===== src/rtl/dbt_pkg.sv =====
// dbt_pkg: shared constants, codes and types of the dirty block bitmap tracker.
// No dependencies; used by dbt_wordop, dbt_bitmap and the top level.
`timescale 1ns / 1ps
package dbt_pkg;

  localparam int unsigned NUM_BLOCKS = 65536;
  localparam int unsigned WORD_BITS  = 32;
  localparam int unsigned WORD_COUNT = (NUM_BLOCKS + WORD_BITS - 1) / WORD_BITS;
  localparam int unsigned WADDR_W    = $clog2(WORD_COUNT);
  localparam int unsigned BIT_W      = $clog2(WORD_BITS);
  localparam int unsigned BLK_W      = $clog2(NUM_BLOCKS + 1);
  localparam int unsigned SHIFT_MAX  = 20;
  localparam int unsigned BS_W       = SHIFT_MAX + 1;
  localparam int unsigned SH_W       = 5;
  localparam int unsigned CNT_W      = 17;
  localparam int unsigned OFF_W      = 40;
  localparam int unsigned LEN_W      = 32;
  localparam int unsigned CS_W       = OFF_W + 1;
  localparam int unsigned CL_W       = 48;
  localparam int unsigned IDX_W      = 2;
  localparam int unsigned IN_W       = 80;
  localparam int unsigned OUT_W      = 88;

  localparam logic [CL_W-1:0] CL_CAP = {CL_W{1'b1}};

  localparam logic [IDX_W-1:0] REG_BLOCK_SHIFT   = 2'd0;
  localparam logic [IDX_W-1:0] REG_BLOCK_COUNT   = 2'd1;
  localparam logic [IDX_W-1:0] REG_CACHE_DISABLE = 2'd2;

  typedef enum logic [2:0] {
    CMD_RECORD_WRITE = 3'd0,
    CMD_SET_RANGE    = 3'd1,
    CMD_CLEAR_RANGE  = 3'd2,
    CMD_GET_EXTENT   = 3'd3,
    CMD_FLUSH_CACHE  = 3'd4
  } cmd_t;

  typedef enum logic [1:0] {
    ST_OK        = 2'd0,
    ST_INVALID   = 2'd1,
    ST_TRACK_ERR = 2'd2,
    ST_NO_EXTENT = 2'd3
  } status_t;

  typedef logic [WORD_BITS-1:0] word_t;
  typedef logic [WADDR_W-1:0]   waddr_t;

  // bit window operation on one bitmap word
  typedef struct packed {
    logic [BIT_W-1:0] lo;
    logic [BIT_W-1:0] hi;
    logic             val;
  } wop_t;

  typedef struct packed {
    logic             found;
    logic [BIT_W-1:0] pos;
  } whit_t;

endpackage


===== src/rtl/dbt_wordop.sv =====
// dbt_wordop: shared word unit; writes a bit window to a value and finds the
// first bit in the window equal to that value. Depends on dbt_pkg.
`timescale 1ns / 1ps
module dbt_wordop (
  input  dbt_pkg::word_t data,
  input  dbt_pkg::wop_t  op,
  output dbt_pkg::word_t wout,
  output dbt_pkg::whit_t hit
);

  dbt_pkg::word_t mask;

  always_comb begin
    mask = '0;
    hit  = '0;
    for (int i = dbt_pkg::WORD_BITS - 1; i >= 0; i--) begin
      if (dbt_pkg::BIT_W'(i) >= op.lo && dbt_pkg::BIT_W'(i) <= op.hi) begin
        mask[i] = 1'b1;
        if (data[i] == op.val) begin
          hit.found = 1'b1;
          hit.pos   = dbt_pkg::BIT_W'(i);
        end
      end
    end
  end

  assign wout = op.val ? (data | mask) : (data & ~mask);

endmodule


===== config.mk =====
export PLATFORM = sky130hd
export DESIGN_NAME = dbt_wordop
export DESIGN_NICKNAME = d
export VERILOG_FILES = /design/src/rtl/dbt_pkg.sv /design/src/rtl/dbt_wordop.sv
export SDC_FILE = /design/constraint.sdc
export NUM_CORES = 1
export LEC_CHECK = 0
export BUFFER_PORTS_ARGS = -buffer_cell sky130_fd_sc_hd__buf_2
export CAP_MARGIN = 20
export CORE_MARGIN = 4
export CORE_UTILIZATION = 45
export DETAILED_ROUTE_END_ITERATION = 10
export PLACE_DENSITY = 0.71
export SYNTH_ARGS = -nofsm -noshare
export SYNTH_HDL_FRONTEND = slang
export SYNTH_SLANG_ARGS = --single-unit

===== constraint.sdc =====
create_clock -name vclk -period 2.7
set_input_delay 0.27 -clock vclk [all_inputs]
set_output_delay 0.27 -clock vclk [all_outputs]
set_load 0.05 [all_outputs]

==> flow_metrics.py <==
metrics = {
    "run_status": {
        "status": "complete, no violations",
    },
    "sta": {
        "final-setup-viol-count": 0,
        "relSlewSlack_pct": 65.2,
        "maxSlewViolCount": 0,
        "min_period_over_period_pct": 97.7,
        "tightest_slew_ns": 0.516,
        "max_freq_mhz": 379,
        "tns_ns": 0,
        "hold_viol": 0,
        "layout_min_cycle_time_ns": 2.64,
    },
    "placed_design": {
        "port_buffers": 81,
        "place.gp.congestion": 0.928,
        "place_area_sq_um": 2900,
        "dp_cells": 518,
        "hpwl_um": 6360,
    },
    "synth": {
        "synth-adder-area-share_pct": 0,
        "yosys.area.top_type_share_pct": 7.99,
        "synth_compound_area_share_pct": 45.3,
        "synthSimpleGateAreaFrac_pct": 33.7,
        "ys_seq_area_share_pct": 0,
        "syn_inst": 357,
        "synth_cell_types": 69,
        "synth_xor_area_share_pct": 5.99,
        "synth_nets": 400,
        "syn_area_per_cell_sq_um": 6.14,
        "syn_area_sq_um": 2190,
        "synth_top_family_by_area": "compound AO/OA/AOI/OAI gates",
        "synthMuxAreaShare_pct": 5.65,
        "synth_top_cell_by_area": "o21ai_0",
        "yosys_warnings": 0,
        "yosys-top-cells-area": "o21ai_0 (8.0%), nand2_1 (7.4%), mux2_2 (5.7%), buf_2 (4.6%), a21oi_1 (4.3%)",
    },
    "cells_and_area": {
        "seqCellArea_sq_um": 0,
        "layout-drive-gt1-share_pct": 37.6,
        "most-common-layout-cells": "buf_2 (76), nand2_1 (43), buf_4 (42), o21ai_0 (33), a21oi_1 (19)",
        "layout.nets": 497,
        "design.seq.count": 0,
        "clockBufferCount": 0,
        "areaGrowthSynthToFinish_pct": 38.6,
        "layout.cells.non_filler": 519,
        "mostFrequentLayoutCell": "buf_2",
        "antenna_cells": 0,
        "fillers": 464,
        "final_area_sq_um": 3040,
    },
    "global_route": {
        "first_global_vias": 2739,
        "grt_use_total_pct": 24.6,
        "grt.overflow.total": 0,
        "grt_pass1_wl_um": 12700,
        "grt_max_degree": 31,
        "antenna_found_initial": 0,
    },
    "floorplan": {
        "die_width_um": 77.8,
        "fp.dieH_um": 77.8,
        "core_area_sq_um": 4720,
        "num_io_pins": 81,
        "start_util_pct": 46.4,
        "die_area_sq_um": 6050,
        "rows": 25,
    },
    "setup_path": {
        "max_stage_delay_ns": 0.38,
        "crit_start": "op[7]",
        "path_cells": "buf_2, buf_4, o211a_4, nor4_1, o32ai_2, o41ai_2, nor3_2, nor2b_4, nor2b_2, buf_6",
        "worstPathMaxFanout": 15,
        "cp-end-kind": "output port",
        "start_kind": "primary input",
        "cp.required_ns": 2.43,
        "critical_path_class": "primary input to output port",
        "slowest_stage": "o32ai_2",
        "cp_data_arrival_time_ns": 2.37,
    },
    "detailed_routing": {
        "ant_nets": 0,
        "drtIter0Drc": 261,
        "drt-total-wl_um": 8200,
        "drc": 0,
        "via_per_inst": 6.15,
        "wl_per_cell_um": 15.8,
        "routed-via-count": 3194,
        "drtPass1Iterations": 4,
    },
    "power": {
        "power.leakage_nw": 1.32,
        "peakVddDrop_mv": 0.130,
        "power_density_nw_per_um2": 248,
    },
    "min_path": {
        "hold_class": "primary input to output port",
        "hp-start": "data[26]",
    },
    "clock_tree": {
        "holdBufCountCts": 0,
    },
    "flow_run": {
        "max-cap-violations": 0,
    },
}
worst max-delay path: cells and delay by family:
kind	cells	cell delay, ns
and+or+nand+nor	4	0.73
AOI/OAI and AO/OA	3	0.75
buffers and inverters	3	0.61
final timing paths:
| check | endpoint | slack (ns) | cells after the start |
|---|---|---|---|
| setup / recovery | hit[4] | 0.06 | 10 |
| hold / removal | wout[26] | 0.96 | 4 |
Yosys cell counts, types with 9 or more instances:
| cell | count |
|---|---|
| buf_2 | 20 |
| o21ai_0 | 35 |
| o211ai_1 | 11 |
| nand2_1 | 43 |
| inv_1 | 12 |
| nor3_1 | 17 |
| mux2_2 | 11 |
| nor2_1 | 19 |
| nand3_1 | 15 |
| a21oi_1 | 19 |
| o31ai_1 | 9 |
stage by stage:
stage	hold WS [ns]	setup slack, ns	power (mW)	utilization (%)
3_5_place_dp	0.956	-0.00934	0.706	61.5
5_1_grt	0.987	-0.0850	0.807	64.3
4_1_cts	0.956	0.0489	0.712	61.5
2_1_floorplan	0.836	0.0315	0.495	-
3_3_place_gp	0.955	0.00213	0.702	61.5
6_report	0.959	0.0624	0.753	64.3
power by group:
group | switching (mW) | internal (mW)
clock network | 0 | 0
registers | 0 | 0
logic | 0.491 | 0.262
total | 0.491 | 0.262
layer usage:
layer / track usage (%) / part of all wire, %
met1: 34.0 / 44
met2: 43.4 / 49
met3: 0.928 / 6.5
met4: 2.31 / 0.77
met5: 0 / 0
what timing repair did:
| action | 4_1_cts | 5_1_grt |
|---|---|---|
| pin swaps | 0 | 3 |
| resized for setup | 2 | 31 |
| gates cloned | 0 | 0 |
| setup endpoints to repair | 2 | 6 |
| buffers inserted | 0 | 1 |
cell type report:
class                      count  area, sq um  area share (%)
tap                           67         83.8            2.76
multi-input combinational    312         2100            69.0
inverter                      14         52.6            1.73
timing repair buffer         126          805            26.5
logic make-up (layout without fill, tap and decap cells):
logic type / after synthesis / in the layout
AND/OR/NAND/NOR: 146 / 146
buffers and inverters: 45 / 140
multiplexers: 11 / 11
AO/OA/AOI/OAI: 140 / 140
XOR/XNOR: 15 / 15
(Power assumes the default switching activity.)
